--- src/rtl/shr_pkg.sv ---
// Package for the stereo Hermite resampler: widths, fixed-point constants,
// sequencer codes and the control struct between the sequencer and the datapath.
// Used by the stream interfaces, shr_datapath and stereo_hermite_resampler.
package shr_pkg;

  // Sample and register widths.
  localparam int SAMPLE_W     = 16;
  localparam int RATIO_W      = 21;
  localparam logic [RATIO_W-1:0] RATIO_RESET = RATIO_W'(65536);

  // Configuration port.
  localparam int PADDR_W = 3;
  localparam int PDATA_W = 32;
  localparam logic REG_STEP_RATIO = 1'b0;

  // Phase format and run length.
  localparam int PHASE_FRAC_BITS = 16;
  localparam int MAX_UPSAMPLE    = 16;
  localparam int RUN_CAP         = MAX_UPSAMPLE + 1;
  localparam int RUN_W           = $clog2(RUN_CAP + 1);
  localparam int UP_SHIFT        = (PHASE_FRAC_BITS >= 16) ? PHASE_FRAC_BITS - 16 : 0;
  localparam int DOWN_SHIFT      = (PHASE_FRAC_BITS >= 16) ? 0 : 16 - PHASE_FRAC_BITS;
  localparam int STEP_PH_W       = RATIO_W + UP_SHIFT;
  localparam int P_W             = PHASE_FRAC_BITS + 1;
  localparam int PH_W            = ((P_W > STEP_PH_W) ? P_W : STEP_PH_W) + 1;
  localparam logic [PH_W-1:0] PH_ONE = {{(PH_W-1){1'b0}}, 1'b1} << PHASE_FRAC_BITS;

  // Shared multiplier and accumulator widths.
  localparam int MA_W  = PHASE_FRAC_BITS + 3;
  localparam int MB_W  = (PHASE_FRAC_BITS + 2 > 18) ? PHASE_FRAC_BITS + 2 : 18;
  localparam int PR_W  = MA_W + MB_W;
  localparam int ACC_W = PR_W + 2;

  typedef logic signed [SAMPLE_W-1:0] sample_t;
  typedef sample_t [3:0] hist_t;

  typedef enum logic [1:0] {
    ST_IDLE,
    ST_CALC,
    ST_PUSH
  } shr_state_e;

  // One step of the per-output calculation schedule.
  localparam int CS_W = 4;
  typedef enum logic [CS_W-1:0] {
    CS_PP,
    CS_MU3,
    CS_COEF,
    CS_L0,
    CS_L1,
    CS_L2,
    CS_L3,
    CS_R0,
    CS_R1,
    CS_R2,
    CS_R3,
    CS_DRAIN,
    CS_FIN
  } calc_step_e;

  // Operand selection of the shared multiplier.
  typedef enum logic [2:0] {
    MOP_PP,
    MOP_MU3,
    MOP_A0,
    MOP_A1,
    MOP_A2,
    MOP_A3
  } mul_op_e;

  typedef struct packed {
    mul_op_e mop;
    logic    right;
    logic    mu2_en;
    logic    coef_en;
    logic    acc_en;
    logic    acc_load;
    logic    fin_l;
    logic    fin_r;
  } shr_ctrl_t;

endpackage

--- src/rtl/shr_if.sv ---
// Valid/ready stream interfaces for the resampler's input and output items.
// Depends on shr_pkg for the sample width.
interface shr_in_if import shr_pkg::*; ();
  logic    valid;
  logic    ready;
  sample_t left_sample;
  sample_t right_sample;

  modport source (output valid, output left_sample, output right_sample, input ready);
  modport sink   (input valid, input left_sample, input right_sample, output ready);
endinterface

interface shr_out_if import shr_pkg::*; ();
  logic    valid;
  logic    ready;
  sample_t left_out;
  sample_t right_out;
  logic    last_of_run;

  modport source (output valid, output left_out, output right_out, output last_of_run,
                  input ready);
  modport sink   (input valid, input left_out, input right_out, input last_of_run,
                  output ready);
endinterface

--- src/rtl/shr_datapath.sv ---
// Interpolation datapath: one shared signed multiplier, the Catmull-Rom
// coefficient registers, an accumulator and the scale/round/clamp stage.
// Depends on shr_pkg; driven step by step by the sequencer in the top level.
module shr_datapath import shr_pkg::*; (
  input  logic             clk_i,
  input  shr_ctrl_t        ctrl_i,
  input  logic [P_W-1:0]   phase_i,
  input  hist_t            left_hist_i,
  input  hist_t            right_hist_i,
  output sample_t          left_res_o,
  output sample_t          right_res_o
);

  localparam logic signed [MA_W-1:0]  ONE_A   = MA_W'(1) << PHASE_FRAC_BITS;
  localparam logic signed [ACC_W-1:0] SAT_MAX = ACC_W'(32767);
  localparam logic signed [ACC_W-1:0] SAT_MIN = -(ACC_W'(32768));

  logic signed [PR_W-1:0]  prod_q;
  logic signed [PR_W-1:0]  prod_d;
  logic [P_W-1:0]          mu2_q;
  logic signed [MA_W-1:0]  coef_q [4];
  logic signed [MA_W-1:0]  coef_d [4];
  logic signed [ACC_W-1:0] acc_q;
  logic signed [ACC_W-1:0] acc_d;
  logic signed [ACC_W-1:0] prod_ext;
  sample_t                 res_l_q;
  sample_t                 res_r_q;

  logic signed [MA_W-1:0]  op_a;
  logic signed [MB_W-1:0]  op_b;
  logic [P_W-1:0]          prod_hi;
  logic signed [MA_W-1:0]  p_a;
  logic signed [MA_W-1:0]  mu2_a;
  logic signed [MA_W-1:0]  mu3_a;
  hist_t                   h;
  logic [SAMPLE_W:0]       two_h1;
  logic [SAMPLE_W:0]       two_h2;
  logic [SAMPLE_W:0]       d20;
  logic [SAMPLE_W:0]       d31;
  logic signed [ACC_W-1:0] quo;
  logic signed [ACC_W-1:0] quo_rnd;
  sample_t                 fin_val;

  // Last product scaled back to phase format: mu2 after p*p, mu3 after mu2*p.
  assign prod_hi = prod_q[PHASE_FRAC_BITS +: P_W];
  assign p_a     = {{(MA_W-P_W){1'b0}}, phase_i};
  assign mu2_a   = {{(MA_W-P_W){1'b0}}, mu2_q};
  assign mu3_a   = {{(MA_W-P_W){1'b0}}, prod_hi};

  // Coefficients of the four history taps.
  always_comb begin
    coef_d[0] = (mu3_a <<< 1) - (mu2_a + (mu2_a <<< 1)) + ONE_A;
    coef_d[1] = mu3_a - (mu2_a <<< 1) + p_a;
    coef_d[2] = mu3_a - mu2_a;
    coef_d[3] = (mu2_a + (mu2_a <<< 1)) - (mu3_a <<< 1);
  end

  // Tap terms of the selected channel, 17 bits signed.
  assign h      = ctrl_i.right ? right_hist_i : left_hist_i;
  assign two_h1 = {h[1], 1'b0};
  assign two_h2 = {h[2], 1'b0};
  assign d20    = {h[2][SAMPLE_W-1], h[2]} - {h[0][SAMPLE_W-1], h[0]};
  assign d31    = {h[3][SAMPLE_W-1], h[3]} - {h[1][SAMPLE_W-1], h[1]};

  // Operand selection of the shared multiplier.
  always_comb begin
    op_a = p_a;
    op_b = {{(MB_W-P_W){1'b0}}, phase_i};
    unique case (ctrl_i.mop)
      MOP_PP: begin
        op_a = p_a;
      end
      MOP_MU3: begin
        op_a = {{(MA_W-P_W){1'b0}}, prod_hi};
      end
      MOP_A0: begin
        op_a = coef_q[0];
        op_b = {{(MB_W-SAMPLE_W-1){two_h1[SAMPLE_W]}}, two_h1};
      end
      MOP_A1: begin
        op_a = coef_q[1];
        op_b = {{(MB_W-SAMPLE_W-1){d20[SAMPLE_W]}}, d20};
      end
      MOP_A2: begin
        op_a = coef_q[2];
        op_b = {{(MB_W-SAMPLE_W-1){d31[SAMPLE_W]}}, d31};
      end
      MOP_A3: begin
        op_a = coef_q[3];
        op_b = {{(MB_W-SAMPLE_W-1){two_h2[SAMPLE_W]}}, two_h2};
      end
      default: begin
        op_a = p_a;
      end
    endcase
  end

  assign prod_d   = op_a * op_b;
  assign prod_ext = ACC_W'(prod_q);
  assign acc_d    = ctrl_i.acc_load ? prod_ext : acc_q + prod_ext;

  // Divide by 2.0 in phase units, truncating toward zero, then clamp.
  always_comb begin
    quo     = acc_q >>> (PHASE_FRAC_BITS + 1);
    quo_rnd = quo + ACC_W'(acc_q[ACC_W-1] && (|acc_q[PHASE_FRAC_BITS:0]));
    if (quo_rnd > SAT_MAX) begin
      fin_val = SAMPLE_W'(SAT_MAX);
    end else if (quo_rnd < SAT_MIN) begin
      fin_val = SAMPLE_W'(SAT_MIN);
    end else begin
      fin_val = quo_rnd[SAMPLE_W-1:0];
    end
  end

  // Datapath registers; all payload, no reset needed.
  always_ff @(posedge clk_i) begin
    prod_q <= prod_d;
    if (ctrl_i.mu2_en) begin
      mu2_q <= prod_hi;
    end
    if (ctrl_i.coef_en) begin
      coef_q <= coef_d;
    end
    if (ctrl_i.acc_en) begin
      acc_q <= acc_d;
    end
    if (ctrl_i.fin_l) begin
      res_l_q <= fin_val;
    end
    if (ctrl_i.fin_r) begin
      res_r_q <= fin_val;
    end
  end

  assign left_res_o  = res_l_q;
  assign right_res_o = res_r_q;

endmodule

--- src/rtl/stereo_hermite_resampler.sv ---
// Stereo Catmull-Rom resampler. An input item causes either no output or k
// output items (k <= 17), and no new input is taken while they are computed:
// each output pair needs ten products on the one shared multiplier plus the
// coefficient, rounding and hand-off steps. Reset (rst_ni low) sets the step
// ratio to 1.0 and clears both histories, the phase and the output valid flag
// at once.
module stereo_hermite_resampler import shr_pkg::*; (
  input  logic                 clk_i,
  input  logic                 rst_ni,
  shr_in_if.sink               in_i,
  shr_out_if.source            out_o,
  input  logic                 psel,
  input  logic                 penable,
  input  logic                 pwrite,
  input  logic [PADDR_W-1:0]   paddr,
  input  logic [PDATA_W-1:0]   pwdata,
  output logic [PDATA_W-1:0]   prdata,
  output logic                 pready
);

  shr_state_e         state_q, state_d;
  calc_step_e         cstep_q, cstep_d;
  logic [RATIO_W-1:0] ratio_q;
  logic [PH_W-1:0]    phase_q, phase_d;
  logic [RUN_W-1:0]   run_q, run_d;
  hist_t              left_hist_q;
  hist_t              right_hist_q;
  logic               out_vld_q, out_vld_d;
  sample_t            out_left_q;
  sample_t            out_right_q;
  logic               out_last_q;
  logic               out_load;
  logic               out_last_d;

  logic               cfg_wr;
  logic               in_acc;
  logic [PH_W-1:0]    step_ph;
  logic [PH_W-1:0]    phase_nx;
  logic               run_more;
  shr_ctrl_t          ctrl;
  sample_t            res_l;
  sample_t            res_r;

  // Configuration port.
  assign pready = 1'b1;
  assign cfg_wr = psel && penable && pwrite && (paddr[2] == REG_STEP_RATIO);
  assign prdata = (paddr[2] == REG_STEP_RATIO) ? PDATA_W'(ratio_q) : '0;

  // Step ratio in phase units and the phase after the current output.
  assign step_ph  = (PH_W'(ratio_q) << UP_SHIFT) >> DOWN_SHIFT;
  assign phase_nx = phase_q + step_ph;
  assign run_more = (phase_nx <= PH_ONE) && (run_q < RUN_W'(RUN_CAP - 1));

  assign in_i.ready = (state_q == ST_IDLE);
  assign in_acc     = in_i.valid && in_i.ready;

  // Sequencer: next state, phase bookkeeping and datapath controls.
  always_comb begin
    state_d    = state_q;
    cstep_d    = cstep_q;
    phase_d    = phase_q;
    run_d      = run_q;
    out_load   = 1'b0;
    out_last_d = 1'b0;
    out_vld_d  = out_vld_q && !out_o.ready;
    ctrl       = '{mop: MOP_PP, right: 1'b0, mu2_en: 1'b0, coef_en: 1'b0,
                   acc_en: 1'b0, acc_load: 1'b0, fin_l: 1'b0, fin_r: 1'b0};

    unique case (state_q)
      ST_IDLE: begin
        if (in_i.valid) begin
          if (phase_q <= PH_ONE) begin
            state_d = ST_CALC;
            cstep_d = CS_PP;
            run_d   = '0;
          end else begin
            phase_d = phase_q - PH_ONE;
          end
        end
      end
      ST_CALC: begin
        cstep_d = calc_step_e'(cstep_q + CS_W'(1));
        if (cstep_q == CS_FIN) begin
          state_d = ST_PUSH;
        end
      end
      ST_PUSH: begin
        if (!out_vld_q || out_o.ready) begin
          out_load   = 1'b1;
          out_vld_d  = 1'b1;
          out_last_d = !run_more;
          if (run_more) begin
            phase_d = phase_nx;
            run_d   = run_q + RUN_W'(1);
            state_d = ST_CALC;
            cstep_d = CS_PP;
          end else begin
            phase_d = (phase_nx > PH_ONE) ? phase_nx - PH_ONE : '0;
            state_d = ST_IDLE;
          end
        end
      end
      default: begin
        state_d = ST_IDLE;
      end
    endcase

    // Multiply schedule of one output pair; products land in prod_q in the next cycle.
    if (state_q == ST_CALC) begin
      unique case (cstep_q)
        CS_PP: begin
          ctrl.mop = MOP_PP;
        end
        CS_MU3: begin
          ctrl.mop    = MOP_MU3;
          ctrl.mu2_en = 1'b1;
        end
        CS_COEF: begin
          ctrl.coef_en = 1'b1;
        end
        CS_L0: begin
          ctrl.mop = MOP_A0;
        end
        CS_L1: begin
          ctrl.mop      = MOP_A1;
          ctrl.acc_en   = 1'b1;
          ctrl.acc_load = 1'b1;
        end
        CS_L2: begin
          ctrl.mop    = MOP_A2;
          ctrl.acc_en = 1'b1;
        end
        CS_L3: begin
          ctrl.mop    = MOP_A3;
          ctrl.acc_en = 1'b1;
        end
        CS_R0: begin
          ctrl.mop    = MOP_A0;
          ctrl.right  = 1'b1;
          ctrl.acc_en = 1'b1;
        end
        CS_R1: begin
          ctrl.mop      = MOP_A1;
          ctrl.right    = 1'b1;
          ctrl.acc_en   = 1'b1;
          ctrl.acc_load = 1'b1;
          ctrl.fin_l    = 1'b1;
        end
        CS_R2: begin
          ctrl.mop    = MOP_A2;
          ctrl.right  = 1'b1;
          ctrl.acc_en = 1'b1;
        end
        CS_R3: begin
          ctrl.mop    = MOP_A3;
          ctrl.right  = 1'b1;
          ctrl.acc_en = 1'b1;
        end
        CS_DRAIN: begin
          ctrl.acc_en = 1'b1;
        end
        CS_FIN: begin
          ctrl.fin_r = 1'b1;
        end
        default: begin
          ctrl.mop = MOP_PP;
        end
      endcase
    end
  end

  // State register.
  always_ff @(posedge clk_i or negedge rst_ni) begin
    if (!rst_ni) begin
      state_q <= ST_IDLE;
      cstep_q <= CS_PP;
    end else begin
      state_q <= state_d;
      cstep_q <= cstep_d;
    end
  end

  // Step ratio, phase, run count, histories and output valid.
  always_ff @(posedge clk_i or negedge rst_ni) begin
    if (!rst_ni) begin
      ratio_q      <= RATIO_RESET;
      phase_q      <= '0;
      run_q        <= '0;
      left_hist_q  <= '0;
      right_hist_q <= '0;
      out_vld_q    <= 1'b0;
    end else begin
      out_vld_q <= out_vld_d;
      run_q     <= run_d;
      if (cfg_wr) begin
        ratio_q      <= pwdata[RATIO_W-1:0];
        phase_q      <= '0;
        left_hist_q  <= '0;
        right_hist_q <= '0;
      end else begin
        phase_q <= phase_d;
        if (in_acc) begin
          left_hist_q  <= {in_i.left_sample, left_hist_q[3:1]};
          right_hist_q <= {in_i.right_sample, right_hist_q[3:1]};
        end
      end
    end
  end

  // Output item register.
  always_ff @(posedge clk_i) begin
    if (out_load) begin
      out_left_q  <= res_l;
      out_right_q <= res_r;
      out_last_q  <= out_last_d;
    end
  end

  assign out_o.valid       = out_vld_q;
  assign out_o.left_out    = out_left_q;
  assign out_o.right_out   = out_right_q;
  assign out_o.last_of_run = out_last_q;

  shr_datapath u_datapath (
    .clk_i        (clk_i),
    .ctrl_i       (ctrl),
    .phase_i      (phase_q[P_W-1:0]),
    .left_hist_i  (left_hist_q),
    .right_hist_i (right_hist_q),
    .left_res_o   (res_l),
    .right_res_o  (res_r)
  );

endmodule
--- src/flat_wrapper.sv ---
// flat-port wrapper written by rule: the top's interface ports become plain ports
module stereo_hermite_resampler_flat import shr_pkg::*;
  (clk_i, rst_ni, psel, penable, pwrite, paddr, pwdata, prdata, pready, in_i_valid, in_i_left_sample, in_i_right_sample, in_i_ready, out_o_valid, out_o_left_out, out_o_right_out, out_o_last_of_run, out_o_ready);
  shr_in_if in_i_i ();
  shr_out_if out_o_i ();
  input  logic clk_i;
  input  logic rst_ni;
  input  logic psel;
  input  logic penable;
  input  logic pwrite;
  input  logic [PADDR_W-1:0] paddr;
  input  logic [PDATA_W-1:0] pwdata;
  output logic [PDATA_W-1:0] prdata;
  output logic pready;
  input wire logic [$bits(in_i_i.valid)-1:0] in_i_valid;
  input wire logic [$bits(in_i_i.left_sample)-1:0] in_i_left_sample;
  input wire logic [$bits(in_i_i.right_sample)-1:0] in_i_right_sample;
  output wire logic [$bits(in_i_i.ready)-1:0] in_i_ready;
  output wire logic [$bits(out_o_i.valid)-1:0] out_o_valid;
  output wire logic [$bits(out_o_i.left_out)-1:0] out_o_left_out;
  output wire logic [$bits(out_o_i.right_out)-1:0] out_o_right_out;
  output wire logic [$bits(out_o_i.last_of_run)-1:0] out_o_last_of_run;
  input wire logic [$bits(out_o_i.ready)-1:0] out_o_ready;
  assign in_i_i.valid = in_i_valid;
  assign in_i_i.left_sample = in_i_left_sample;
  assign in_i_i.right_sample = in_i_right_sample;
  assign in_i_ready = in_i_i.ready;
  assign out_o_valid = out_o_i.valid;
  assign out_o_left_out = out_o_i.left_out;
  assign out_o_right_out = out_o_i.right_out;
  assign out_o_last_of_run = out_o_i.last_of_run;
  assign out_o_i.ready = out_o_ready;
  stereo_hermite_resampler u_core (.clk_i(clk_i), .rst_ni(rst_ni), .in_i(in_i_i), .out_o(out_o_i), .psel(psel), .penable(penable), .pwrite(pwrite), .paddr(paddr), .pwdata(pwdata), .prdata(prdata), .pready(pready));
endmodule
--- config.mk ---
export PLATFORM = sky130hd
export DESIGN_NAME = stereo_hermite_resampler_flat
export DESIGN_NICKNAME = d
export VERILOG_FILES = /design/src/rtl/shr_pkg.sv /design/src/rtl/shr_if.sv /design/src/rtl/shr_datapath.sv /design/src/rtl/stereo_hermite_resampler.sv /design/src/flat_wrapper.sv
export SDC_FILE = /design/constraint.sdc
export NUM_CORES = 2
export LEC_CHECK = 0
export ABC_AREA = 1
export BUFFER_PORTS_ARGS = -buffer_cell sky130_fd_sc_hd__buf_2
export CORE_MARGIN = 5
export CORE_UTILIZATION = 43
export DETAILED_ROUTE_END_ITERATION = 10
export SETUP_SLACK_MARGIN = 0.05
export SYNTH_ARGS = -nofsm -noshare
export SYNTH_HDL_FRONTEND = slang
export SYNTH_SLANG_ARGS = --single-unit
--- constraint.sdc ---
create_clock -name clk_i -period 14.8 [get_ports clk_i]
set_clock_uncertainty 0.2 [all_clocks]
set_input_delay 1.48 -clock clk_i [delete_from_list [all_inputs] [get_ports clk_i]]
set_output_delay 1.48 -clock clk_i [all_outputs]
set_load 0.02 [all_outputs]
==> results.cfg <==
[run]
max_cap_viol_count = 0

[timing]
fin_tns_setup_ns = 0
fmax_mhz = 91.9
period_share = 0.735
fin_crit_ns = 10.88
worst_slew_pin_slew_ns = 1.10
setup_viol = 0
slew_headroom = 0.262
drv_slew = 0
hold_violations = 0
rsz0062_at_grt = no

[logic_synthesis]
async_flop_share = 0.441
yosys-top-cells-area = fa_1, edfxtp_1, dfrtp_1, ha_1, inv_1
synth.most_common_cell = inv_1
synth-seq-area-share = 0.280
yosys-mux-area-fraction = 0
syn_area_um2 = 40000
synthFlopType = edfxtp_1
synthXorXnorAreaFrac = 0.0355
ys_ff_latch = 415
syn-instance-count = 4808
synth_edf_count = 195
yosys_warnings = 0
synth.largest_area_cell = fa_1
ys_types = 70
synthTopCellsByCount = inv_1, nand2_1, fa_1
synth_top_family_by_area = adder cells
synth-simple-area-share = 0.175
synth.avg_cell_area_um2 = 8.31
synthAdderAreaFrac = 0.280
synth_top_area_share = 0.185
synth_compound_area_frac = 0.122

[route]
top_layer_used = met5
viasPerCell = 5.30
m1WireLength_um = 51900
wirelength_um = 115000
vias = 32600
drc = 0
wl_met2_um = 50900
first_pass_iters = 8
wl_per_cell_um = 18.7
detail-route-antenna-nets = 0
wl_met3_um = 9000
drtIter0Drc = 2296

[finish]
seqCellArea_um2 = 11200
diodes = 0
fin_nets = 5619
drive_above_1_share = 0.0713
nFillCells = 9131
multi_input_area_um2 = 24500
area_delta_synth_final_pct = 8.37
final_cells = 6155

[clocking]
cts_buffers = 47
cts_sinks = 415
ctsHoldBuffers = 0
clk_path_buf_depth = 3
cts_resized = 0
htree_levels = 2
post_cts_buffers = 0
cts_tree = yes
clk_pin_slew_ns = 0.07
cts_root_buf = clkbuf_16
insertion_delay_ns = 0.63

[placed_design]
port_buffers = 116
place_congestion = 0.925
dpl.cell_count = 6067
post-dp-hpwl_um = 92500

[critical_path]
start_kind = flip-flop
cp_max_fo = 81
path_common_cell = inv_1
path_class = flip-flop to flip-flop
critPathArrivalTime_ns = 11.18
cp_data_required_time_ns = 15.09
cpMaxStageDelayCell = buf_4
end_kind = flip-flop
critPathMaxStageDelay_ns = 0.63

[global_routing]
grt_max_degree = 122
grt.total_usage = 0.233
grt_antenna_before_repair = 4
grt_pass1_wl_um = 183000
grt_overflow = 0
grt_pass1_vias = 32600

[min_path]
min_path_type = flip-flop to flip-flop

[die]
core-area_um2 = 91900
die_x_um = 315
io-pin-count = 142
start_util = 0.435
rows = 111
die_y_um = 315
dieArea_um2 = 99100

[status]
outcome = complete, no violations
-- final cells by class --
cell class,count,area share
multi-input cells,3314,0.566
flip-flops and latches,415,0.258
inverters,951,0.0825
well taps,1243,0.0359
clock buffers,54,0.0287
repair buffers,144,0.0185
clock inverters,34,0.00977
-- cells by family (layout without fill, tap and decap cells) --
logic type / after synthesis / in the layout
AOI/OAI and AO/OA: 837 / 837
xor gates and xnor gates: 162 / 162
adders and majority gates: 672 / 672
buffers and inverters: 1089 / 1183
DFF: 415 / 415
other: 2 / 12
and+or+nand+nor: 1631 / 1631
-- per-layer routing --
| layer | vias up | track usage |
|---|---|---|
| li1 | 15600 | - |
| met1 | 15800 | 0.327 |
| met2 | 999 | 0.368 |
| met3 | 174 | 0.0481 |
| met4 | 2 | 0.0645 |
| met5 | - | 0 |
-- placed cells by master, fill, tap and decap left out, types with 14 or more instances in the layout --
cell type / n
or2_2: 24
xnor2_1: 50
o21ai_0: 297
nand3_1: 298
dfrtp_1: 182
nand2_2: 15
ha_1: 302
nor3_1: 32
a221oi_1: 17
o21ai_2: 15
buf_4: 28
nor4_1: 15
dfxtp_1: 37
a21oi_1: 244
xor2_1: 112
nand2_1: 845
nand4_1: 49
fa_1: 370
o21a_1: 14
a31oi_1: 32
o21ai_1: 24
clkbuf_16: 47
nor2_1: 305
o211ai_1: 14
buf_2: 115
o22ai_1: 82
inv_2: 22
nor2_2: 16
a21o_1: 25
edfxtp_1: 195
inv_1: 925
o21bai_1: 18
-- worst max-delay path, delay by kind of cell (launching register included) --
family                   cells  cell delay (ns)
AND/OR/NAND/NOR             11             1.89
buffers and inverters        9             1.30
adder cells (fa/ha/maj)      9             3.93
XOR/XNOR                     1             0.15
AO/OA/AOI/OAI               12             2.79
flip-flops                   1             0.41
-- state kept, by name (all words and copies together), names as in the netlist, 4 cells and up --
register and cells:
u_core.u_datapath.mu2_q 17, u_core.left_hist_q 64, u_core.u_datapath.prod_q 37, u_core.u_datapath.right_res_o 16, u_core.out_o.right_out 16, u_core.right_hist_q 64, u_core.u_datapath.left_res_o 16, u_core.u_datapath.coef_q 74
u_core.u_datapath.acc_q 39, u_core.cstep_q 4, u_core.run_q 5, u_core.phase_q 22, u_core.out_o.left_out 16, u_core.ratio_q 21
-- stage by stage --
| stage | hold WS [ns] | area [um^2] | utilization | setup WS (ns) |
|---|---|---|---|---|
| 6_report | 0.206 | 43300 | 0.471 | 3.92 |
| 5_1_grt | 0.222 | 43300 | 0.471 | 3.32 |
| 4_1_cts | 0.208 | 43300 | 0.471 | 4.11 |
| 3_5_place_dp | 0.205 | 41600 | 0.453 | 4.19 |
| 3_3_place_gp | 0.201 | 41600 | 0.453 | 4.28 |
| 2_1_floorplan | 0.200 | 40000 | - | 5.82 |
-- path summary, 6_finish.rpt --
| kind | from | to | slack [ns] | depth (start not counted) |
|---|---|---|---|---|
| setup / recovery | u_core.cstep_q[0] | u_core.u_datapath.prod_q[31] | 3.92 | 42 |
| hold / removal | u_core.u_datapath.right_res_o[7] | u_core.out_o.right_out[7] | 0.21 | 0 |
| setup reg to reg | u_core.cstep_q[0] | u_core.u_datapath.prod_q[31] | 3.92 | 42 |
| hold reg to reg | u_core.u_datapath.right_res_o[7] | u_core.out_o.right_out[7] | 0.21 | 0 |
| max in group asynchronous | rst_ni | u_core.right_hist_q[2] | 12.13 | 2 |
| min in group asynchronous | rst_ni | u_core.right_hist_q[54] | 0.78 | 1 |
Power is not shown: default switching activity piles up to over one toggle a cycle in this logic, so the estimate is an artifact.
